File: src/sv/spq_pkg.sv
// Shared types and constants for the sorted priority queue.
package spq_pkg;

  localparam int unsigned DEPTH   = 16;
  localparam int unsigned CNT_W   = $clog2(DEPTH + 1);
  localparam int unsigned COUNT_W = 5;
  localparam int unsigned PRIO_W  = 8;
  localparam int unsigned TAG_W   = 16;
  localparam int unsigned OP_W    = 2;
  localparam int unsigned STAT_W  = 2;

  // Operation selector codes; the unused code acts as a peek
  localparam logic [OP_W-1:0] OP_PUSH = 2'd0;
  localparam logic [OP_W-1:0] OP_POP  = 2'd1;
  localparam logic [OP_W-1:0] OP_PEEK = 2'd2;

  typedef enum logic [STAT_W-1:0] {
    ST_OK    = 2'd0,
    ST_FULL  = 2'd1,
    ST_EMPTY = 2'd2
  } status_e;

  typedef struct packed {
    logic [PRIO_W-1:0] prio;
    logic [TAG_W-1:0]  tag;
  } entry_t;

  // Broadcast from the queue control to every cell
  typedef struct packed {
    logic   push;
    logic   pop;
    entry_t entry;
  } cell_ctrl_t;

endpackage

File: src/sv/spq_cell.sv
// One queue slot: holds an entry and shifts toward or away from the front.
module spq_cell
  import spq_pkg::*;
(
  input  logic       clk_i,
  input  cell_ctrl_t ctrl_i,
  input  logic       occ_i,
  input  logic       prev_lt_i,
  input  entry_t     prev_i,
  input  entry_t     next_i,
  output logic       lt_o,
  output entry_t     entry_o,
  output entry_t     entry_d_o
);

  entry_t entry_q, entry_d;

  // Flag a slot the new entry must pass: empty, or strictly lower priority
  assign lt_o = !occ_i || (entry_q.prio < ctrl_i.entry.prio);

  // Push: lower slots shift back, the boundary slot takes the new entry.
  // Pop: every slot advances one place toward the front.
  always_comb begin
    entry_d = entry_q;
    if (ctrl_i.push) begin
      if (lt_o) begin
        entry_d = prev_lt_i ? prev_i : ctrl_i.entry;
      end
    end else if (ctrl_i.pop) begin
      entry_d = next_i;
    end
  end

  always_ff @(posedge clk_i) begin
    entry_q <= entry_d;
  end

  assign entry_o   = entry_q;
  assign entry_d_o = entry_d;

endmodule

File: config.mk
export PLATFORM = sky130hd
export DESIGN_NAME = spq_cell
export DESIGN_NICKNAME = d
export VERILOG_FILES = /design/src/sv/spq_pkg.sv /design/src/sv/spq_cell.sv
export SDC_FILE = /design/constraint.sdc
export NUM_CORES = 1
export LEC_CHECK = 0
export ABC_CLOCK_PERIOD_IN_PS = 3700
export BUFFER_PORTS_ARGS = -buffer_cell sky130_fd_sc_hd__clkbuf_2
export CELL_PAD_IN_SITES_DETAIL_PLACEMENT = 1
export CELL_PAD_IN_SITES_GLOBAL_PLACEMENT = 2
export CORE_AREA = 5 5 73 125
export DETAILED_ROUTE_END_ITERATION = 10
export DIE_AREA = 0 0 78 130
export MAX_ROUTING_LAYER = met4
export PLACE_DENSITY = 0.75
export SLEW_MARGIN = 0
export SYNTH_ARGS = -nofsm -noshare
export SYNTH_HDL_FRONTEND = slang
export SYNTH_SLANG_ARGS = --single-unit
export TNS_END_PERCENT = 20
File: constraint.sdc
create_clock -name clk_i -period 3.7 [get_ports clk_i]
set_clock_uncertainty 0.15 [all_clocks]
set_input_delay 0.74 -clock clk_i [delete_from_list [all_inputs] [get_ports clk_i]]
set_output_delay 0.74 -clock clk_i [all_outputs]
set_load 0.02 [all_outputs]
==> flow_metrics.py, run 1 <==
metrics = {
    "run_status": {
        "status": "finished clean",
    },
    "logic_synthesis": {
        "share_of_yosys_cell_area_claimed_by_the_top_area_cell_type": 0.3072,
        "synth_seq_cells": 24,
        "synth_top_flop_cell": "sky130_fd_sc_hd__dfxtp_1",
        "async_flop_share": 0,
        "synth.avg_cell_area_um2": 9.775,
        "yosys.area_share.adder": 0.05600,
        "synthesis.area_mm2": 0.001564,
        "main_combinational_cell_family_by_area_after_synthesis": "compound AO/OA/AOI/OAI gates",
        "synthDominantAreaCellType": "sky130_fd_sc_hd__dfxtp_1",
        "mapped_nets": 244,
        "synth.area.mux_share": 0.1472,
        "synth.distinct_cells": 26,
        "seq_area_frac_synth": 0.3072,
        "synth_most_common_cell": "sky130_fd_sc_hd__dfxtp_1",
        "synthTopCellsByArea": "sky130_fd_sc_hd__dfxtp_1 (31%), sky130_fd_sc_hd__a211oi_2 (15%), sky130_fd_sc_hd__mux2i_1 (15%)",
        "netlist_top_cells_count": "sky130_fd_sc_hd__dfxtp_1 (24), sky130_fd_sc_hd__mux2i_1 (23), sky130_fd_sc_hd__nor3_1 (22), sky130_fd_sc_hd__o22ai_1 (22), sky130_fd_sc_hd__a211oi_2 (19)",
        "post_synth_xor_area_fraction": 0,
        "yosys.area_share.simple": 0.09680,
        "synth-edff-count": 0,
        "synthCells": 160,
        "yosysWarnings": 0,
        "synth_compound_area_frac": 0.3232,
    },
    "power_and_ir_drop": {
        "peakVddDrop_mv": 0.1557,
        "power_leakage_nw": 1.178,
        "p_comb_frac": 0.441,
        "p_sw_frac": 0.4058,
        "switchingPower_w": 0.0004526,
        "power_density_mw_per_mm2": 467.9,
        "power_frac_seq": 0.314,
        "cell_internal_pwr_w": 0.0006628,
        "power.clock.fraction": 0.245,
    },
    "timing": {
        "max_clock_freq_mhz": 276.2,
        "worst_pin_slew_ns": 0.8775,
        "maxSlewViolCount": 0,
        "setup_viol_count_final": 0,
        "setup_ws_ns": 0.07968,
        "tns_ns": 0,
        "relSlewSlack": 0.4150,
        "hold_viol_final": 0,
        "finalWorstPathRequiredPeriod_ns": 3.620,
        "min_period_over_period": 0.9785,
        "grt_setup_unrepaired": "yes",
    },
    "critical_path": {
        "startpoint_type": "input pin",
        "startpoint_of_the_lowest_slack_register_to_register_path": "entry_o[21]",
        "critPathMostFrequentCell": "sky130_fd_sc_hd__clkbuf_2",
        "criticalPathCategory": "in2out",
        "timing.critical_path.cells": "clkbuf_2 -> inv_1 -> ha_1 -> and3_1 -> a221o_1 -> a22oi_2 -> buf_4 -> nor3_1 -> a211oi_1 -> clkbuf_2",
        "worstSetupStartpoint": "ctrl_i[23]",
        "worst_setup_path_end_kind": "primary output",
        "critical_path_buf_inv_count": 4,
        "worst-endpoint-arrival_ns": 2.73,
        "worst-path-max-fanout": 10,
        "critical_path.top_delay_family": "compound AO/OA/AOI/OAI gates",
        "critPathMaxStageDelay_ns": 0.41,
        "crit_slowest_cell": "sky130_fd_sc_hd__a221o_1",
        "cp_data_required_time_ns": 2.81,
    },
    "global_routing": {
        "grt_use_met1": 0.1340,
        "grt.busiest_layer": "met2",
        "grt_max_degree": 26,
        "wire_length_of_the_first_global_routing_pass_um": 9929,
        "use_met2": 0.2388,
        "remaining_global_route_overflow": 0,
        "grt_antenna_before_repair": 0,
        "grt_pass1_vias": 1995,
        "grt_use_met3": 0.02210,
        "groute.usage.overall": 0.1266,
    },
    "cells_and_area": {
        "post_route_cells_drive_above_1_share": 0.5730,
        "non_filler_cells_final": 371,
        "nFillCells": 985,
        "number_of_flip_flops_in_the_largest_register": 24,
        "antenna_cells_inserted": 0,
        "post-route-util": 0.3014,
        "final_nets": 366,
        "flow.area_growth_from_synthesis_pct": 52.40,
    },
    "die": {
        "dieArea_mm2": 0.01014,
        "core_mm2": 0.007909,
        "start_util": 0.1978,
        "die_width_um": 78,
        "rows": 43,
        "die_height_um": 130,
        "io-pin-count": 126,
    },
    "drt": {
        "drc": 0,
        "avgRoutedWirePerCell_um": 17.37,
        "drt-initial-drc-count": 20,
        "routed_via_density": 4.908,
        "antenna_left": 0,
        "num_vias": 1821,
        "routed_wirelength_um": 6445,
        "tritonroute_pass_1_iters": 4,
    },
    "hold_path": {
        "min-delay-start": "entry_o[1]",
        "hold_path_class": "reg2reg",
    },
    "cts": {
        "clock-root-buffer": "sky130_fd_sc_hd__clkbuf_16",
        "cts_h_tree_depth": 1,
        "worst_skew_pair.late_latency_ns": 0.26,
        "clock_tree_from_tritoncts": "built",
        "cts_inserted_buffers": 3,
        "clockBufferDepth": 2,
        "cts_setup_buffers": 0,
        "clkSlewWorstSetupHoldPaths_ns": 0.07,
        "clkSinkCount": 24,
    },
    "placement": {
        "gp_congestion": 0.7310,
        "dp_hpwl_um": 5164,
        "place_worst_setup_slack_ns": 0.07074,
        "post-place-cells": 367,
        "io_buffer_count": 125,
    },
    "job": {
        "drv.max_cap_violation_count": 0,
    },
}
==> worst reg2reg max path, cell delays in order, from the launching register on <==
cell	delay, ns
sky130_fd_sc_hd__dfxtp_1	0.40
sky130_fd_sc_hd__ha_1	0.25
sky130_fd_sc_hd__and3_1	0.19
sky130_fd_sc_hd__a221o_1	0.41
sky130_fd_sc_hd__a221oi_4	0.35
sky130_fd_sc_hd__buf_4	0.28
sky130_fd_sc_hd__a211oi_1	0.11
==> layout make-up <==
class	count	area, µm²	area share
timing repair buffer	131	686.9	0.2882
inverter	8	30.03	0.01260
multi-input combinational	114	984.7	0.4131
clock buffer	4	88.84	0.03727
sequential	24	480.5	0.2016
tap	90	112.6	0.04724
==> routing by layer <==
layer | part of all wire | vias to the layer above
li1 | - | 877
met1 | 0.37 | 862
met2 | 0.56 | 76
met3 | 0.060 | 6
met4 | 0.0093 | 0
met5 | 0 | -
==> through the flow <==
stage	instance area (µm²)	hold WS, ns	total power, W
global placement	2281	0.3829	0.0008510
detailed placement	2281	0.4039	0.0008553
global route	2384	0.4469	0.001191
CTS	2370	0.4124	0.001140
floorplan	1564	0.5384	0.0006566
finish	2384	0.4205	0.001115
==> repair_timing <==
| item | CTS | global route |
|---|---|---|
| hold buffers | 0 | 0 |
| gates resized for setup | 0 | 4 |
| setup endpoints to repair | 0 | 11 |
==> kinds of logic (layout without fill, tap and decap cells) <==
logic type,after synthesis,in the layout
AND/OR/NAND/NOR,30,30
AO/OA/AOI/OAI,54,54
adder cells (fa/ha/maj),7,7
flip-flops,24,24
multiplexers,23,23
buffers and inverters,22,143
==> worst paths after layout <==
path,slack (ns),end,cells after the start
worst max-delay path,0.08,entry_d_o[1],10
worst min-delay path,0.42,entry_o[1],2
worst max register to register,1.43,entry_o[1],6
worst min register to register,0.42,entry_o[1],2
==> power by group through the flow <==
stage | sequential, W | clock, W | combinational [W]
2_1_floorplan | 0.000409 | 0 | 0.000248
3_3_place_gp | 0.000355 | 0 | 0.000496
3_5_place_dp | 0.000357 | 0 | 0.000499
4_1_cts | 0.000351 | 0.000289 | 0.000500
5_1_grt | 0.000358 | 0.000301 | 0.000532
6_report | 0.000350 | 0.000273 | 0.000492
==> placed cells by master, fill, tap and decap left out, drive strengths merged <==
cell	count
clkbuf	128
dfxtp	24
mux2i	23
nor3	22
o22ai	22
a211oi	22
inv	8
ha	7
buf	7
nand2	3
o21ai	2
o221a	2
nor3b	1
nor2	1
and3	1
o2111a	1
a21o	1
a221o	1
a22oi	1
a221oi	1
nand2b	1
o211ai	1
or2	1
No activity file was read; power rests on OpenSTA's default activity.
==> run 2, diff against run 1 <==
--- a/config.mk
+++ b/config.mk
@@ -5,7 +5,7 @@
 export SDC_FILE = /design/constraint.sdc
 export NUM_CORES = 1
 export LEC_CHECK = 0
-export ABC_CLOCK_PERIOD_IN_PS = 3700
+export ABC_CLOCK_PERIOD_IN_PS = 4100
 export BUFFER_PORTS_ARGS = -buffer_cell sky130_fd_sc_hd__clkbuf_2
 export CELL_PAD_IN_SITES_DETAIL_PLACEMENT = 1
 export CELL_PAD_IN_SITES_GLOBAL_PLACEMENT = 2
==> constraint.sdc (replaced) <==
create_clock -name clk_i -period 4.1 [get_ports clk_i]
set_clock_uncertainty 0.15 [all_clocks]
set_input_delay 0.82 -clock clk_i [delete_from_list [all_inputs] [get_ports clk_i]]
set_output_delay 0.82 -clock clk_i [all_outputs]
set_load 0.02 [all_outputs]
==> run 2 against run 1 <==
  * Flip-flop and latch count stayed put
  * Core utilization is 0.24 points lower
  * Via count is 2.1% lower
  * Sequential share of layout area is 0.16 points higher
  * Non-clock buffer count is 1 higher
  * Power is 11% lower
  * Register-to-register slack better by 0.32 ns
  * Critical path type unchanged
==> flow_metrics.py, run 2 (synthesis gave the netlist of run 1 again) <==
metrics = {
    "drt": {
        "tritonroute_pass_1_iters": 3,
        "routed_via_density": 4.790,
        "num_vias": 1782,
        "routed_wirelength_um": 6469,
        "avgRoutedWirePerCell_um": 17.39,
        "drt-initial-drc-count": 26,
        "drc": 0,
        "antenna_left": 0,
    },
    "cts": {
        "cts_setup_buffers": 0,
        "cts_inserted_buffers": 3,
        "clockBufferDepth": 2,
        "clock_tree_from_tritoncts": "built",
        "clkSinkCount": 24,
        "clkSlewWorstSetupHoldPaths_ns": 0.07,
        "cts_h_tree_depth": 1,
        "clock-root-buffer": "sky130_fd_sc_hd__clkbuf_16",
        "cts_hold_buffers": 0,
        "post_cts.resized_instances": 0,
        "worst_skew_pair.late_latency_ns": 0.26,
    },
    "global_routing": {
        "wire_length_of_the_first_global_routing_pass_um": 10190,
        "grt_antenna_before_repair": 0,
        "remaining_global_route_overflow": 0,
        "grt_max_degree": 26,
        "groute.usage.overall": 0.1284,
        "grt_pass1_vias": 2028,
    },
    "critical_path": {
        "critical_path.top_delay_family": "compound AO/OA/AOI/OAI gates",
        "startpoint_type": "input pin",
        "critical_path_buf_inv_count": 4,
        "worst-path-stages": 10,
        "criticalPathCategory": "in2out",
        "worst-path-max-fanout": 13,
        "crit_slowest_cell": "sky130_fd_sc_hd__a221o_1",
        "worst-endpoint-arrival_ns": 2.84,
        "worst_setup_path_end_kind": "primary output",
        "timing.reg2reg.worst_path_depth": 7,
        "critPathMaxStageDelay_ns": 0.41,
        "timing.critical_path.cells": "clkbuf_2 -> inv_1 -> ha_1 -> and3_1 -> a221o_1 -> a221oi_4 -> buf_4 -> nand2_1 -> o221a_2 -> clkbuf_2",
        "cp_data_required_time_ns": 3.13,
        "critPathMostFrequentCell": "sky130_fd_sc_hd__clkbuf_2",
    },
    "cells_and_area": {
        "final_nets": 367,
        "non_filler_cells_final": 372,
        "most-common-layout-cells": "sky130_fd_sc_hd__clkbuf_2 (125), sky130_fd_sc_hd__dfxtp_1 (24), sky130_fd_sc_hd__mux2i_1 (23)",
        "post-route-util": 0.2990,
        "number_of_flip_flops_in_the_largest_register": 24,
        "final_common_cell": "sky130_fd_sc_hd__clkbuf_2",
        "flow.area_growth_from_synthesis_pct": 51.20,
        "post_route_cells_drive_above_1_share": 0.5674,
        "antenna_cells_inserted": 0,
    },
    "die": {
        "die_width_um": 78,
        "dieArea_mm2": 0.01014,
        "die_height_um": 130,
        "rows": 43,
        "start_util": 0.1978,
        "io-pin-count": 126,
        "core_mm2": 0.007909,
    },
    "power_and_ir_drop": {
        "power_leakage_nw": 1.176,
        "power_density_mw_per_mm2": 421.2,
        "peakVddDrop_mv": 0.1454,
    },
    "placement": {
        "io_buffer_count": 125,
        "gp_congestion": 0.7287,
        "dp_hpwl_um": 5270,
        "post-place-cells": 368,
    },
    "timing": {
        "final.hold.worst_slack_ns": 0.4132,
        "grt_setup_unrepaired": "no",
        "finalWorstPathRequiredPeriod_ns": 3.809,
        "tns_ns": 0,
        "max_clock_freq_mhz": 262.5,
        "min_period_over_period": 0.9291,
        "hold_viol_final": 0,
        "worst_pin_slew_ns": 0.8409,
        "relSlewSlack": 0.4394,
        "maxSlewViolCount": 0,
        "setup_viol_count_final": 0,
    },
    "run_status": {
        "status": "finished clean",
    },
    "hold_path": {
        "timing.hold.worst_path_depth": 2,
        "hold_path_class": "reg2reg",
    },
    "job": {
        "drv.max_cap_violation_count": 0,
    },
}
run 2: tightest hold or removal path, cell delays in order (launching register included):
cell	delay, ns
sky130_fd_sc_hd__dfxtp_1	0.33
sky130_fd_sc_hd__o22ai_1	0.11
sky130_fd_sc_hd__a211oi_1	0.07
run 2: through the flow:
stage	total power, W	worst slack, ns	instance area, µm²
2_1_floorplan	0.0005925	0.5135	1564
3_3_place_gp	0.0007664	0.3558	2276
3_5_place_dp	0.0007707	0.2559	2276
4_1_cts	0.001023	0.2543	2365
5_1_grt	0.001065	0.1487	2365
6_report	0.0009960	0.2907	2365
run 2: layout make-up:
cell class	instances	area, µm²
flip-flops and latches	24	480.5
multi-input cells	114	974.7
clock buffers	4	88.84
well taps	90	112.6
inverters	8	30.03
repair buffers	132	678.2
fillers	984	5544
run 2: worst paths after layout:
check,from,to,slack (ns)
worst min-delay path,entry_o[0],entry_o[0],0.41
worst max-delay path,ctrl_i[23],entry_d_o[16],0.29
worst min register to register,entry_o[0],entry_o[0],0.41
worst max register to register,entry_o[21],entry_o[16],1.75
run 2: metal layers:
layer,global-route usage,up-vias,wire (µm)
met5,-,-,0
met4,0.02886,0,53
met3,0.02003,4,386
met2,0.2477,74,3700
met1,0.1346,825,2328
li1,-,879,-
run 2: power by group:
group	switching (W)	internal, W
combinational	0.000272	0.000167
clock	0.0000925	0.000149
sequential	0.0000377	0.000278
total	0.000402	0.000594
==> run 3, diff against run 2 <==
--- a/config.mk
+++ b/config.mk
@@ -9,11 +9,12 @@
 export BUFFER_PORTS_ARGS = -buffer_cell sky130_fd_sc_hd__clkbuf_2
 export CELL_PAD_IN_SITES_DETAIL_PLACEMENT = 1
 export CELL_PAD_IN_SITES_GLOBAL_PLACEMENT = 2
-export CORE_AREA = 5 5 73 125
+export CORE_AREA = 5 5 72 123
+export CTS_BUF_LIST = sky130_fd_sc_hd__clkbuf_8
 export DETAILED_ROUTE_END_ITERATION = 10
-export DIE_AREA = 0 0 78 130
+export DIE_AREA = 0 0 77 128
 export MAX_ROUTING_LAYER = met4
-export PLACE_DENSITY = 0.75
+export PLACE_DENSITY = 0.77
 export SLEW_MARGIN = 0
 export SYNTH_ARGS = -nofsm -noshare
 export SYNTH_HDL_FRONTEND = slang
==> constraint.sdc (replaced) <==
create_clock -name clk_i -period 4.1 [get_ports clk_i]
set_clock_uncertainty 0.15 [all_clocks]
set_input_delay 0.205 -clock clk_i [delete_from_list [all_inputs] [get_ports clk_i]]
set_output_delay 0.205 -clock clk_i [all_outputs]
set_load 0.02 [all_outputs]
==> run 3 against run 2 <==
  * Clock power down 7%
  * Sequential power about the same
  * Die area shrank 2.8%
  * Combinational power hardly changed
  * Flip-flop and latch count unchanged
  * First-iteration DRC count is 3.8% lower
  * Core utilization down 0.10 points
  * Via count up 3.0%
  * Critical path depth down 2
  * Design area shrank 1.7%
  * Fmax is 16% higher
==> flow_metrics.py, run 3 (synthesis gave the netlist of run 1 again) <==
metrics = {
    "run_status": {
        "status": "finished clean",
    },
    "power_and_ir_drop": {
        "peakVddDrop_mv": 0.1207,
        "power_density_mw_per_mm2": 420.6,
        "power_leakage_nw": 1.153,
    },
    "hold_path": {
        "timing.hold.worst_path_depth": 2,
        "hold_path_class": "in2reg",
    },
    "cts": {
        "clockBufferDepth": 2,
        "clock-root-buffer": "sky130_fd_sc_hd__clkbuf_8",
        "post_cts.resized_instances": 0,
        "cts_inserted_buffers": 3,
        "cts_setup_buffers": 0,
        "clkSlewWorstSetupHoldPaths_ns": 0.10,
        "worst_skew_pair.late_latency_ns": 0.28,
        "clock_tree_from_tritoncts": "built",
        "cts_h_tree_depth": 1,
        "clkSinkCount": 24,
        "cts_hold_buffers": 0,
    },
    "critical_path": {
        "timing.critical_path.cells": "ha_1 -> and3_1 -> a221o_1 -> a22oi_2 -> buf_4 -> nor3_1 -> a211oi_2 -> clkbuf_2",
        "critPathMaxStageDelay_ns": 0.52,
        "worst-path-max-fanout": 12,
        "crit_slowest_cell": "sky130_fd_sc_hd__a22oi_2",
        "worst_setup_path_end_kind": "primary output",
        "timing.reg2reg.worst_path_depth": 7,
        "worst-endpoint-arrival_ns": 2.93,
        "startpoint_type": "flop",
        "criticalPathCategory": "reg2out",
        "cp_data_required_time_ns": 3.74,
    },
    "cells_and_area": {
        "antenna_cells_inserted": 0,
        "most-common-layout-cells": "sky130_fd_sc_hd__clkbuf_2 (125), sky130_fd_sc_hd__dfxtp_1 (24), sky130_fd_sc_hd__mux2i_1 (23)",
        "post_route_cells_drive_above_1_share": 0.5627,
        "number_of_flip_flops_in_the_largest_register": 24,
        "area_used_by_multi_input_combinational_logic_um2": 974.7,
        "flow.area_growth_from_synthesis_pct": 48.64,
        "final_nets": 364,
        "final_common_cell": "sky130_fd_sc_hd__clkbuf_2",
        "nFillCells": 969,
        "seq_area_um2": 480.5,
    },
    "global_routing": {
        "remaining_global_route_overflow": 0,
        "wire_length_of_the_first_global_routing_pass_um": 10460,
        "groute.usage.overall": 0.1348,
        "grt_max_degree": 26,
        "grt_antenna_before_repair": 0,
        "grt_pass1_vias": 2016,
    },
    "timing": {
        "min_period_over_period": 0.8011,
        "grt_setup_unrepaired": "no",
        "finalWorstPathRequiredPeriod_ns": 3.284,
        "tns_ns": 0,
        "hold_viol_final": 0,
        "maxSlewViolCount": 0,
        "final.hold.worst_slack_ns": 0.07364,
        "max_clock_freq_mhz": 304.5,
        "worst_pin_slew_ns": 1.028,
        "relSlewSlack": 0.3130,
        "setup_viol_count_final": 0,
    },
    "drt": {
        "num_vias": 1835,
        "drc": 0,
        "routed_wirelength_um": 6676,
        "routed_via_density": 4.973,
        "avgRoutedWirePerCell_um": 18.09,
        "antenna_left": 0,
        "drt-initial-drc-count": 25,
        "tritonroute_pass_1_iters": 4,
    },
    "placement": {
        "io_buffer_count": 125,
        "dp_hpwl_um": 5270,
        "gp_congestion": 0.7842,
    },
    "die": {
        "die_width_um": 77,
        "dieArea_mm2": 0.009856,
        "io-pin-count": 126,
        "rows": 43,
        "start_util": 0.2005,
        "die_height_um": 128,
        "core_mm2": 0.007801,
    },
    "job": {
        "drv.max_cap_violation_count": 0,
    },
}
## run 3: routing by layer
layer  wire, µm  up-vias  GRT usage
met5          0        -          -
met4         67        0    0.02834
li1           -      868          -
met1       2323      889     0.1362
met2       3932       73     0.2659
met3        353        5    0.02250
## run 3: through the flow
step,total power (W),area [µm²],worst slack (ns),cells,utilization
after floorplan,0.0005925,1564,1.513,160,-
after global placement,0.0007624,2253,1.131,365,0.2889
after detailed placement,0.0007696,2253,1.044,365,0.2889
after CTS,0.0009982,2325,0.7254,369,0.2980
after global routing,0.001036,2325,0.5532,369,0.2980
final,0.0009777,2325,0.8157,369,0.2980
## run 3: area by class of cell
class / instances / share of cell area
Inverter: 8 / 0.01292
Multi-Input combinational cell: 114 / 0.4193
Clock buffer: 3 / 0.01776
Tap cell: 90 / 0.04844
Clock inverter: 1 / 0.01292
Timing Repair Buffer: 129 / 0.2820
Sequential cell: 24 / 0.2067
## run 3: critical path: cells and delay by family, from the launching register on
family / cells / cell delay (ns)
fa+ha+maj: 1 / 0.26
buf+inv: 2 / 0.54
flops: 1 / 0.42
compound gates: 3 / 1.16
simple gates: 2 / 0.27
## run 3: power breakdown
group | internal [W] | total (W) | switching (W)
Clock | 0.000131 | 0.000225 | 0.0000942
Sequential | 0.000278 | 0.000317 | 0.0000392
Combinational | 0.000162 | 0.000436 | 0.000273
Total | 0.000571 | 0.000978 | 0.000407
## run 3: worst paths after layout
| path | from | end | slack [ns] |
|---|---|---|---|
| worst max-delay path | entry_o[21] | entry_d_o[5] | 0.82 |
| worst min register to register | entry_o[0] | entry_o[0] | 0.42 |
| worst max register to register | entry_o[21] | entry_o[14] | 1.44 |
| worst min-delay path | next_i[16] | entry_o[16] | 0.07 |
